<file path="config.mk">
export PLATFORM = sky130hd
export DESIGN_NAME = pointer_to_game_coordinate_scaler
export DESIGN_NICKNAME = d
export VERILOG_FILES = /design/src/design/ptgs_pkg.sv /design/src/design/ptgs_front.sv /design/src/design/ptgs_cell.sv /design/src/design/pointer_to_game_coordinate_scaler.sv
export SDC_FILE = /design/constraint.sdc
export NUM_CORES = 2
export LEC_CHECK = 0
export BUFFER_PORTS_ARGS = -buffer_cell sky130_fd_sc_hd__buf_2
export CAP_MARGIN = 20
export CORE_MARGIN = 10
export CORE_UTILIZATION = 50
export DETAILED_ROUTE_END_ITERATION = 6
export PLACE_DENSITY = 0.75
export SYNTH_ARGS = -nofsm -noshare
export SYNTH_HDL_FRONTEND = slang
export SYNTH_SLANG_ARGS = --single-unit
</file>
<file path="constraint.sdc">
create_clock -name i_clk -period 9.9 [get_ports i_clk]
set_input_delay 0.495 -clock i_clk [delete_from_list [all_inputs] [get_ports i_clk]]
set_output_delay 0.495 -clock i_clk [all_outputs]
set_load 0.01 [all_outputs]
</file>
<file path="src/design/ptgs_pkg.sv">
// ----------------------------------------------------------------------------
// Pointer to game coordinate scaler package
// Shared widths, reset values, register indexes and the configuration record.
// ----------------------------------------------------------------------------
package ptgs_pkg;

    localparam int COORD_W = 12;
    localparam int CELL_W  = 7;
    localparam int OFS_W   = 12;
    localparam int EXT_W   = 13;
    localparam int POS_W   = 21;
    localparam int ADDR_W  = 5;
    localparam int DATA_W  = 32;

    localparam int DEF_OUT_WIDTH  = 320;
    localparam int DEF_OUT_HEIGHT = 200;

    localparam logic [CELL_W-1:0] RST_CELL_WIDTH  = 7'd8;
    localparam logic [CELL_W-1:0] RST_CELL_HEIGHT = 7'd16;
    localparam logic [OFS_W-1:0]  RST_VIEW_LEFT   = 12'd0;
    localparam logic [OFS_W-1:0]  RST_VIEW_TOP    = 12'd0;
    localparam logic [EXT_W-1:0]  RST_VIEW_WIDTH  = 13'd640;
    localparam logic [EXT_W-1:0]  RST_VIEW_HEIGHT = 13'd400;

    typedef enum logic [2:0] {
        REG_PIXEL_UNITS = 3'd0,
        REG_CELL_WIDTH  = 3'd1,
        REG_CELL_HEIGHT = 3'd2,
        REG_VIEW_LEFT   = 3'd3,
        REG_VIEW_TOP    = 3'd4,
        REG_VIEW_WIDTH  = 3'd5,
        REG_VIEW_HEIGHT = 3'd6
    } t_reg_idx;

    typedef struct packed {
        logic              pixel_units;
        logic [CELL_W-1:0] cell_width;
        logic [CELL_W-1:0] cell_height;
        logic [OFS_W-1:0]  view_left;
        logic [OFS_W-1:0]  view_top;
        logic [EXT_W-1:0]  view_width;
        logic [EXT_W-1:0]  view_height;
    } t_cfg;

endpackage

</file>
<file path="src/design/ptgs_front.sv">
// ----------------------------------------------------------------------------
// Pointer to game coordinate scaler front end
// Three stages: pixel position, viewport clamp and offset, scaling product.
// ----------------------------------------------------------------------------
module ptgs_front #(
    parameter int OUT_WIDTH  = ptgs_pkg::DEF_OUT_WIDTH,
    parameter int OUT_HEIGHT = ptgs_pkg::DEF_OUT_HEIGHT,
    parameter int NUM_W      = 25
) (
    input  logic                         i_clk,
    input  logic                         i_rst_n,
    input  ptgs_pkg::t_cfg               i_cfg,
    input  logic                         i_valid,
    output logic                         o_ready,
    input  logic [ptgs_pkg::COORD_W-1:0] i_column,
    input  logic [ptgs_pkg::COORD_W-1:0] i_line,
    output logic                         o_valid,
    input  logic                         i_ready,
    output logic [NUM_W-1:0]             o_num_x,
    output logic [NUM_W-1:0]             o_num_y
);
    import ptgs_pkg::*;

    function automatic logic signed [POS_W-1:0] f_pos(
        input logic [COORD_W-1:0] coord,
        input logic [CELL_W-1:0]  cell_sz,
        input logic               pm
    );
        logic signed [COORD_W:0] c;
        logic signed [POS_W-1:0] prod;
        logic signed [POS_W-1:0] half;
        c    = $signed({1'b0, coord} - {{COORD_W{1'b0}}, 1'b1});
        prod = POS_W'(c) * $signed(POS_W'({1'b0, cell_sz}));
        half = $signed(POS_W'({1'b0, cell_sz[CELL_W-1:1]}));
        f_pos = pm ? POS_W'(c) : prod + half;
    endfunction

    function automatic logic [EXT_W-1:0] f_offset(
        input logic signed [POS_W-1:0] pos,
        input logic [OFS_W-1:0]        lo,
        input logic [EXT_W-1:0]        ext
    );
        logic signed [POS_W:0] p;
        logic signed [POS_W:0] l;
        logic signed [POS_W:0] h;
        p = (POS_W+1)'(pos);
        l = $signed((POS_W+1)'(lo));
        h = l + $signed((POS_W+1)'(ext)) - $signed((POS_W+1)'(1));
        if (ext == '0) begin
            f_offset = '0;
        end else if (p < l) begin
            f_offset = '0;
        end else if (p > h) begin
            f_offset = ext - 1'b1;
        end else begin
            f_offset = EXT_W'(p - l);
        end
    endfunction

    logic                    r_v1, r_v2, r_v3;
    logic                    rdy1, rdy2, rdy3;
    logic signed [POS_W-1:0] r_px, r_py;
    logic [EXT_W-1:0]        r_dx, r_dy;
    logic [NUM_W-1:0]        r_nx, r_ny;
    logic signed [POS_W-1:0] n_px, n_py;
    logic [EXT_W-1:0]        n_dx, n_dy;
    logic [NUM_W-1:0]        n_nx, n_ny;

    assign rdy3    = !r_v3 || i_ready;
    assign rdy2    = !r_v2 || rdy3;
    assign rdy1    = !r_v1 || rdy2;
    assign o_ready = rdy1;
    assign o_valid = r_v3;
    assign o_num_x = r_nx;
    assign o_num_y = r_ny;

    always_comb begin
        n_px = f_pos(i_column, i_cfg.cell_width, i_cfg.pixel_units);
        n_py = f_pos(i_line, i_cfg.cell_height, i_cfg.pixel_units);
        n_dx = f_offset(r_px, i_cfg.view_left, i_cfg.view_width);
        n_dy = f_offset(r_py, i_cfg.view_top, i_cfg.view_height);
        n_nx = NUM_W'(r_dx) * NUM_W'(OUT_WIDTH);
        n_ny = NUM_W'(r_dy) * NUM_W'(OUT_HEIGHT);
    end

    always_ff @(posedge i_clk) begin
        if (!i_rst_n) begin
            r_v1 <= 1'b0;
            r_v2 <= 1'b0;
            r_v3 <= 1'b0;
        end else begin
            if (rdy1) begin
                r_v1 <= i_valid;
            end
            if (rdy2) begin
                r_v2 <= r_v1;
            end
            if (rdy3) begin
                r_v3 <= r_v2;
            end
        end
    end

    always_ff @(posedge i_clk) begin
        if (rdy1 && i_valid) begin
            r_px <= n_px;
            r_py <= n_py;
        end
        if (rdy2 && r_v1) begin
            r_dx <= n_dx;
            r_dy <= n_dy;
        end
        if (rdy3 && r_v2) begin
            r_nx <= n_nx;
            r_ny <= n_ny;
        end
    end

endmodule

</file>
<file path="src/design/ptgs_cell.sv">
// ----------------------------------------------------------------------------
// Pointer to game coordinate scaler divider cell
// One restoring division step for each axis, registered, with its own handshake.
// ----------------------------------------------------------------------------
module ptgs_cell #(
    parameter int NQ = 9
) (
    input  logic                       i_clk,
    input  logic                       i_rst_n,
    input  logic                       i_valid,
    output logic                       o_ready,
    output logic                       o_valid,
    input  logic                       i_ready,
    input  logic [ptgs_pkg::EXT_W-1:0] i_div_x,
    input  logic [ptgs_pkg::EXT_W-1:0] i_div_y,
    input  logic [ptgs_pkg::EXT_W-1:0] i_rem_x,
    input  logic [ptgs_pkg::EXT_W-1:0] i_rem_y,
    input  logic [NQ-1:0]              i_num_x,
    input  logic [NQ-1:0]              i_num_y,
    input  logic [NQ-1:0]              i_quo_x,
    input  logic [NQ-1:0]              i_quo_y,
    output logic [ptgs_pkg::EXT_W-1:0] o_rem_x,
    output logic [ptgs_pkg::EXT_W-1:0] o_rem_y,
    output logic [NQ-1:0]              o_num_x,
    output logic [NQ-1:0]              o_num_y,
    output logic [NQ-1:0]              o_quo_x,
    output logic [NQ-1:0]              o_quo_y
);
    import ptgs_pkg::*;

    logic             r_valid;
    logic [EXT_W-1:0] r_rem_x, r_rem_y;
    logic [NQ-1:0]    r_num_x, r_num_y, r_quo_x, r_quo_y;
    logic [EXT_W:0]   trial_x, trial_y;
    logic             ge_x, ge_y;
    logic [EXT_W-1:0] n_rem_x, n_rem_y;
    logic [NQ-1:0]    n_num_x, n_num_y, n_quo_x, n_quo_y;

    assign o_ready = !r_valid || i_ready;
    assign o_valid = r_valid;
    assign o_rem_x = r_rem_x;
    assign o_rem_y = r_rem_y;
    assign o_num_x = r_num_x;
    assign o_num_y = r_num_y;
    assign o_quo_x = r_quo_x;
    assign o_quo_y = r_quo_y;

    always_comb begin
        trial_x = {i_rem_x, i_num_x[NQ-1]};
        trial_y = {i_rem_y, i_num_y[NQ-1]};
        ge_x    = trial_x >= {1'b0, i_div_x};
        ge_y    = trial_y >= {1'b0, i_div_y};
        n_rem_x = ge_x ? EXT_W'(trial_x - {1'b0, i_div_x}) : EXT_W'(trial_x);
        n_rem_y = ge_y ? EXT_W'(trial_y - {1'b0, i_div_y}) : EXT_W'(trial_y);
        n_num_x = i_num_x << 1;
        n_num_y = i_num_y << 1;
        n_quo_x = NQ'({i_quo_x, ge_x});
        n_quo_y = NQ'({i_quo_y, ge_y});
    end

    always_ff @(posedge i_clk) begin
        if (!i_rst_n) begin
            r_valid <= 1'b0;
        end else if (o_ready) begin
            r_valid <= i_valid;
        end
    end

    always_ff @(posedge i_clk) begin
        if (o_ready && i_valid) begin
            r_rem_x <= n_rem_x;
            r_rem_y <= n_rem_y;
            r_num_x <= n_num_x;
            r_num_y <= n_num_y;
            r_quo_x <= n_quo_x;
            r_quo_y <= n_quo_y;
        end
    end

endmodule

</file>
<file path="src/design/pointer_to_game_coordinate_scaler.sv">
// ----------------------------------------------------------------------------
// Pointer to game coordinate scaler
// Maps a one-based terminal mouse report onto game screen coordinates.
// ----------------------------------------------------------------------------
// The block takes one item in every clock cycle while no stage is stalled;
// each result passes the front stages and then NQ divider cells, where NQ
// is the bit width of the larger output coordinate. Three front stages form
// the pixel position, clamp it into the viewport and multiply by the screen
// span; a row of NQ divider cells then produces one quotient bit each. Every
// stage holds its item until the next one is free, so a stalled output does
// not stop earlier stages from filling. The user must write configuration
// through the APB port only while no item is in flight; it is not enforced.
module pointer_to_game_coordinate_scaler #(
    parameter int OUT_WIDTH  = ptgs_pkg::DEF_OUT_WIDTH,
    parameter int OUT_HEIGHT = ptgs_pkg::DEF_OUT_HEIGHT
) (
    input  logic                         i_clk,
    input  logic                         i_rst_n,
    input  logic                         psel,
    input  logic                         penable,
    input  logic                         pwrite,
    input  logic [ptgs_pkg::ADDR_W-1:0]  paddr,
    input  logic [ptgs_pkg::DATA_W-1:0]  pwdata,
    output logic [ptgs_pkg::DATA_W-1:0]  prdata,
    output logic                         pready,
    input  logic                         i_valid,
    output logic                         o_ready,
    input  logic [ptgs_pkg::COORD_W-1:0] i_column,
    input  logic [ptgs_pkg::COORD_W-1:0] i_line,
    output logic                         o_valid,
    input  logic                         i_ready,
    output logic [$clog2(OUT_WIDTH)-1:0]  o_game_x,
    output logic [$clog2(OUT_HEIGHT)-1:0] o_game_y
);
    import ptgs_pkg::*;

    localparam int XW    = $clog2(OUT_WIDTH);
    localparam int YW    = $clog2(OUT_HEIGHT);
    localparam int NQ    = (XW > YW) ? XW : YW;
    localparam int SPMAX = (OUT_WIDTH > OUT_HEIGHT) ? OUT_WIDTH : OUT_HEIGHT;
    localparam int NUM_W = EXT_W + $clog2(SPMAX + 1);

    t_cfg             r_cfg;
    t_reg_idx         reg_idx;
    logic             cfg_wr;
    logic [EXT_W-1:0] div_x, div_y;
    logic [NUM_W-1:0] num_x, num_y;

    logic             s_valid [NQ+1];
    logic             s_ready [NQ+1];
    logic [EXT_W-1:0] s_rem_x [NQ+1];
    logic [EXT_W-1:0] s_rem_y [NQ+1];
    logic [NQ-1:0]    s_num_x [NQ+1];
    logic [NQ-1:0]    s_num_y [NQ+1];
    logic [NQ-1:0]    s_quo_x [NQ+1];
    logic [NQ-1:0]    s_quo_y [NQ+1];

    assign pready  = 1'b1;
    assign reg_idx = t_reg_idx'(paddr[ADDR_W-1:2]);
    assign cfg_wr  = psel && penable && pwrite && pready;

    always_ff @(posedge i_clk) begin
        if (!i_rst_n) begin
            r_cfg.pixel_units <= 1'b0;
            r_cfg.cell_width  <= RST_CELL_WIDTH;
            r_cfg.cell_height <= RST_CELL_HEIGHT;
            r_cfg.view_left   <= RST_VIEW_LEFT;
            r_cfg.view_top    <= RST_VIEW_TOP;
            r_cfg.view_width  <= RST_VIEW_WIDTH;
            r_cfg.view_height <= RST_VIEW_HEIGHT;
        end else if (cfg_wr) begin
            unique case (reg_idx)
                REG_PIXEL_UNITS: r_cfg.pixel_units <= pwdata[0];
                REG_CELL_WIDTH:  r_cfg.cell_width  <= pwdata[CELL_W-1:0];
                REG_CELL_HEIGHT: r_cfg.cell_height <= pwdata[CELL_W-1:0];
                REG_VIEW_LEFT:   r_cfg.view_left   <= pwdata[OFS_W-1:0];
                REG_VIEW_TOP:    r_cfg.view_top    <= pwdata[OFS_W-1:0];
                REG_VIEW_WIDTH:  r_cfg.view_width  <= pwdata[EXT_W-1:0];
                REG_VIEW_HEIGHT: r_cfg.view_height <= pwdata[EXT_W-1:0];
                default: begin
                end
            endcase
        end
    end

    always_comb begin
        unique case (reg_idx)
            REG_PIXEL_UNITS: prdata = DATA_W'(r_cfg.pixel_units);
            REG_CELL_WIDTH:  prdata = DATA_W'(r_cfg.cell_width);
            REG_CELL_HEIGHT: prdata = DATA_W'(r_cfg.cell_height);
            REG_VIEW_LEFT:   prdata = DATA_W'(r_cfg.view_left);
            REG_VIEW_TOP:    prdata = DATA_W'(r_cfg.view_top);
            REG_VIEW_WIDTH:  prdata = DATA_W'(r_cfg.view_width);
            REG_VIEW_HEIGHT: prdata = DATA_W'(r_cfg.view_height);
            default:         prdata = '0;
        endcase
    end

    // A zero extent gives a zero product, so an all-ones divisor yields zero.
    assign div_x = (r_cfg.view_width == '0) ? '1 : r_cfg.view_width;
    assign div_y = (r_cfg.view_height == '0) ? '1 : r_cfg.view_height;

    ptgs_front #(
        .OUT_WIDTH  (OUT_WIDTH),
        .OUT_HEIGHT (OUT_HEIGHT),
        .NUM_W      (NUM_W)
    ) u_front (
        .i_clk    (i_clk),
        .i_rst_n  (i_rst_n),
        .i_cfg    (r_cfg),
        .i_valid  (i_valid),
        .o_ready  (o_ready),
        .i_column (i_column),
        .i_line   (i_line),
        .o_valid  (s_valid[0]),
        .i_ready  (s_ready[0]),
        .o_num_x  (num_x),
        .o_num_y  (num_y)
    );

    assign s_rem_x[0] = EXT_W'(num_x >> NQ);
    assign s_rem_y[0] = EXT_W'(num_y >> NQ);
    assign s_num_x[0] = num_x[NQ-1:0];
    assign s_num_y[0] = num_y[NQ-1:0];
    assign s_quo_x[0] = '0;
    assign s_quo_y[0] = '0;

    for (genvar k = 0; k < NQ; k++) begin : g_cell
        ptgs_cell #(
            .NQ (NQ)
        ) u_cell (
            .i_clk   (i_clk),
            .i_rst_n (i_rst_n),
            .i_valid (s_valid[k]),
            .o_ready (s_ready[k]),
            .o_valid (s_valid[k+1]),
            .i_ready (s_ready[k+1]),
            .i_div_x (div_x),
            .i_div_y (div_y),
            .i_rem_x (s_rem_x[k]),
            .i_rem_y (s_rem_y[k]),
            .i_num_x (s_num_x[k]),
            .i_num_y (s_num_y[k]),
            .i_quo_x (s_quo_x[k]),
            .i_quo_y (s_quo_y[k]),
            .o_rem_x (s_rem_x[k+1]),
            .o_rem_y (s_rem_y[k+1]),
            .o_num_x (s_num_x[k+1]),
            .o_num_y (s_num_y[k+1]),
            .o_quo_x (s_quo_x[k+1]),
            .o_quo_y (s_quo_y[k+1])
        );
    end

    assign s_ready[NQ] = i_ready;
    assign o_valid     = s_valid[NQ];
    assign o_game_x    = XW'(s_quo_x[NQ]);
    assign o_game_y    = YW'(s_quo_y[NQ]);

`ifndef SYNTHESIS
    a_x_range : assert property (@(posedge i_clk) disable iff (!i_rst_n)
        o_valid |-> (32'(s_quo_x[NQ]) < OUT_WIDTH))
        else $error("Horizontal quotient beyond the screen width.");

    a_y_range : assert property (@(posedge i_clk) disable iff (!i_rst_n)
        o_valid |-> (32'(s_quo_y[NQ]) < OUT_HEIGHT))
        else $error("Vertical quotient beyond the screen height.");

    a_x_zero_ext : assert property (@(posedge i_clk) disable iff (!i_rst_n)
        (o_valid && r_cfg.view_width == '0) |-> (s_quo_x[NQ] == '0))
        else $error("Zero viewport width did not give a zero coordinate.");

    a_y_zero_ext : assert property (@(posedge i_clk) disable iff (!i_rst_n)
        (o_valid && r_cfg.view_height == '0) |-> (s_quo_y[NQ] == '0))
        else $error("Zero viewport height did not give a zero coordinate.");
`endif

endmodule
</file>
==> metrics.md <==
| Metric | Value |
|---|---|
| Min Tclk post-route | `6480 ps` |
| Total CTS buffers | `53` |
| Port bufs | `78` |
| Final #Nets | `5103` |
| Setup CP Type | `in2reg` |
| Drt drc | `0` |
| Mapped Area | `42200 µm²` |
| Critical path's top delay family | `adder cells` |
| CP max stage delay | `630 ps` |
| Synth-to-Final Area Change | `8.72%` |
| Initial antenna violation count | `0` |
| Cell area after placement | `44000 µm²` |
| Non-filler instance count after layout | `5534` |
| Synth Area in XOR/XNOR | `0.0648` |
| Max Clk Rate | `0.154 GHz` |
| Max_slew headroom | `0.301` |
| Via Count | `31.1k` |
| Vias in the first global route | `31.3k` |
| Share of layout cells above drive strength 1 | `0.0941` |
| CP startpoint kind | `input pin` |
| Routed vias/inst | `5.62` |
| Mapped Cells | `4274` |
| Post-Place Cells | `5431` |
| Synth cell types | `92` |
| Die width | `310 µm` |
| 1st-iter DRT viols | `1762` |
| Final hold vios | `0` |
| # fillers | `7114` |
| Cell area after layout | `45900 µm²` |
| CP endpoint kind | `flip-flop` |
| Reg clk slew, reported paths | `60 ps` |
| Total power | `5.05 mW` |
| Syn Area/Cell | `9.87 µm²` |
| H-tree levels | `2` |
| Max Buffers Root-to-Sink | `3` |
| IO Pins | `120` |
| DIE AREA | `96400 µm²` |
| # Max-Cap Violations | `0` |
| Yosys reg bits | `486` |
| Core Area | `83700 µm²` |
| Setup-failing EPs final | `0` |
| RSZ-0062 raised after global routing | `no` |
| Pin count of the biggest net entering global routing | `78` |
| Post-Synth Adder-Cell Area | `0.234` |
| YS warnings | `0` |
| Post-DP HPWL | `72100 µm` |
| Final Wtd Congestion | `0.916` |
| Most instantiated cells after synthesis | `499 x ha_1, 429 x inv_1, 409 x edfxtp_1, 320 x nor2_1, 301 x nand2_1` |
| Number of synthesized flops with an enable pin | `409` |
| Final WL | `91200 µm` |
| Setup tns final | `0 ps` |
| Final core utilization | `0.548` |
| Post-route ant nets | `0` |
| HP Class | `in2reg` |
| Die height | `310 µm` |
| Critical path fanouts, max | `8` |
| Status | `finished clean` |
| Synth area leader | `edfxtp_1` |
| CTS Sinks | `486` |
| Post-CTS resize count | `0` |
| CP cell instances | `buf_2 > inv_1 > ha_1 > nand2_1 > or3_1 > xor2_1 > nand2b_1 > fa_1 > inv_1 > fa_1 > fa_1 > inv_1 > fa_1 > inv_1 > ha_1 > nor4_1 > a21boi_0 > a41o_1 > o41ai_1 > o21ai_0 > xnor2_1 > o21ai_0` |
| Slowest cell on the critical path | `xor2_1` |
| GRT Total Usage | `0.187` |
| Hold-fix buffers, CTS | `0` |
| Synth area leaders | `edfxtp_1 29%, ha_1 15%, fa_1 8.6%` |
| Rows | `106` |
| Multiplexer share of the synthesized area | `0.0552` |
| Fraction of the mapped netlist area in simple logic gates | `0.136` |
| First-pass iteration count of the detailed router | `5` |
| Leakage | `18.5 nW` |
| CTS tree | `done` |
| Count leader, synth | `ha_1` |
| CP Data Arrival Time | `6810 ps` |
| Synth async-reset ratio | `0` |
| Clock latency on the worst-skew pair | `640 ps` |
| Wire per inst | `16.5 µm` |
| First-pass GRT wire length | `150000 µm` |
| Slew Limit Fails | `0` |
| Synth top area share | `0.291` |
| Pwr dens | `110 nW/µm²` |
| Req. time, crit path | `10240 ps` |
| Compound-gate portion of the synthesized area | `0.132` |
| Sequential area share after synthesis | `0.328` |
| Antenna cells | `0` |
| Clock skew | `34.4 ps` |
| Period utilization | `0.654` |
| Top FF cell, synth | `edfxtp_1` |
| Setup Buffers After CTS | `0` |
| Buf+Inv Stages, Crit Path | `5` |
| Peak supply drop | `0.117 mV` |
| Root Driver | `clkbuf_16` |
| Slew @ Worst Pin | `1040 ps` |
| Gr ovfl total | `0` |
| Initial Util | `0.504` |
| Largest family of logic cells by synthesized area | `adder cells` |
-- worst paths after layout --
check	from	endpoint	slack, ps	depth (start not counted)
max reg2reg	r_cfg[0]	g_cell[5].u_cell.o_rem_y[3]	3720	19
min reg2reg	g_cell[1].u_cell.o_num_y[7]	g_cell[2].u_cell.o_num_y[8]	390	0
max	i_line[0]	u_front.r_py[17]	3420	22
min	pwdata[12]	r_cfg[25]	170	3
-- sequential cells by signal, summed over array words and instances (netlist names) --
signal / count
u_front.o_num_y: 18
g_cell.u_cell.o_quo_y: 36
g_cell.u_cell.o_quo_x: 45
g_cell.u_cell.o_rem_y: 104
u_front.r_dy: 13
u_front.r_v2: 1
g_cell.u_cell.o_num_y: 15
u_front.r_dx: 13
u_front.r_px: 21
r_cfg: 65
u_front.r_py: 21
u_front.r_v1: 1
g_cell.u_cell.o_rem_x: 104
g_cell.u_cell.o_valid: 9
g_cell.u_cell.o_num_x: 3
u_front.o_num_x: 16
u_front.o_valid: 1
-- routing by layer --
metal,global-route usage,vias up,part of all wire
met5,0,-,0
met1,0.232,14963,0.43
met3,0.0226,116,0.047
met2,0.339,639,0.50
met4,0.0464,0,0.020
li1,-,15356,-
-- power breakdown --
group,switching (mW),internal [mW]
Combinational,0.392,0.307
Clock,0.862,1.20
Sequential,0.0306,2.27
-- cell type report --
type,instances,area [µm²],area share
multi-input combinational,3258,26400,0.575
sequential,486,13800,0.302
inverter,433,1630,0.0354
clock buffer,78,1590,0.0346
tap,1134,1420,0.0309
timing repair buffer,123,772,0.0168
clock inverter,22,244,0.00532
-- cells in the final DEF, fill, tap and decap left out, types with 103 or more instances in the layout --
master    count
inv_1       429
nor2_1      319
xnor2_1     209
o21ai_0     153
ha_1        499
edfxtp_1    409
xor2_1      103
a21oi_1     256
fa_1        181
mux2_2      156
nand2_1     301
nor3_1      112
-- logic make-up (layout without fill, tap and decap cells) --
family,count (synthesis),count (layout)
AO/OA/AOI/OAI,852,852
XOR/XNOR,312,312
adder cells (fa/ha/maj),680,680
buffers and inverters,548,656
flip-flops,486,486
multiplexers,213,213
other,2,20
AND/OR/NAND/NOR,1181,1181
-- stage by stage --
step / setup slack (ps) / hold WS, ps
finish: 3420 / 171
global route: 3120 / 167
CTS: 3570 / 131
detailed placement: 3020 / 405
global placement: 3110 / 400
floorplan: 3990 / 400
-- worst register-to-register path, cell delays in order (launching register included) --
cell	delay, ps
dfxtp_1	300
buf_4	190
inv_1	260
ha_1	230
or3b_1	480
nor4b_4	380
buf_4	320
nor2_1	260
inv_1	320
ha_1	250
inv_1	60
fa_1	400
a21o_1	180
a21oi_1	220
nand2b_1	160
a21oi_1	120
o21a_1	220
o221ai_1	480
and2_0	720
mux2_2	410
(Power assumes the default switching activity.)
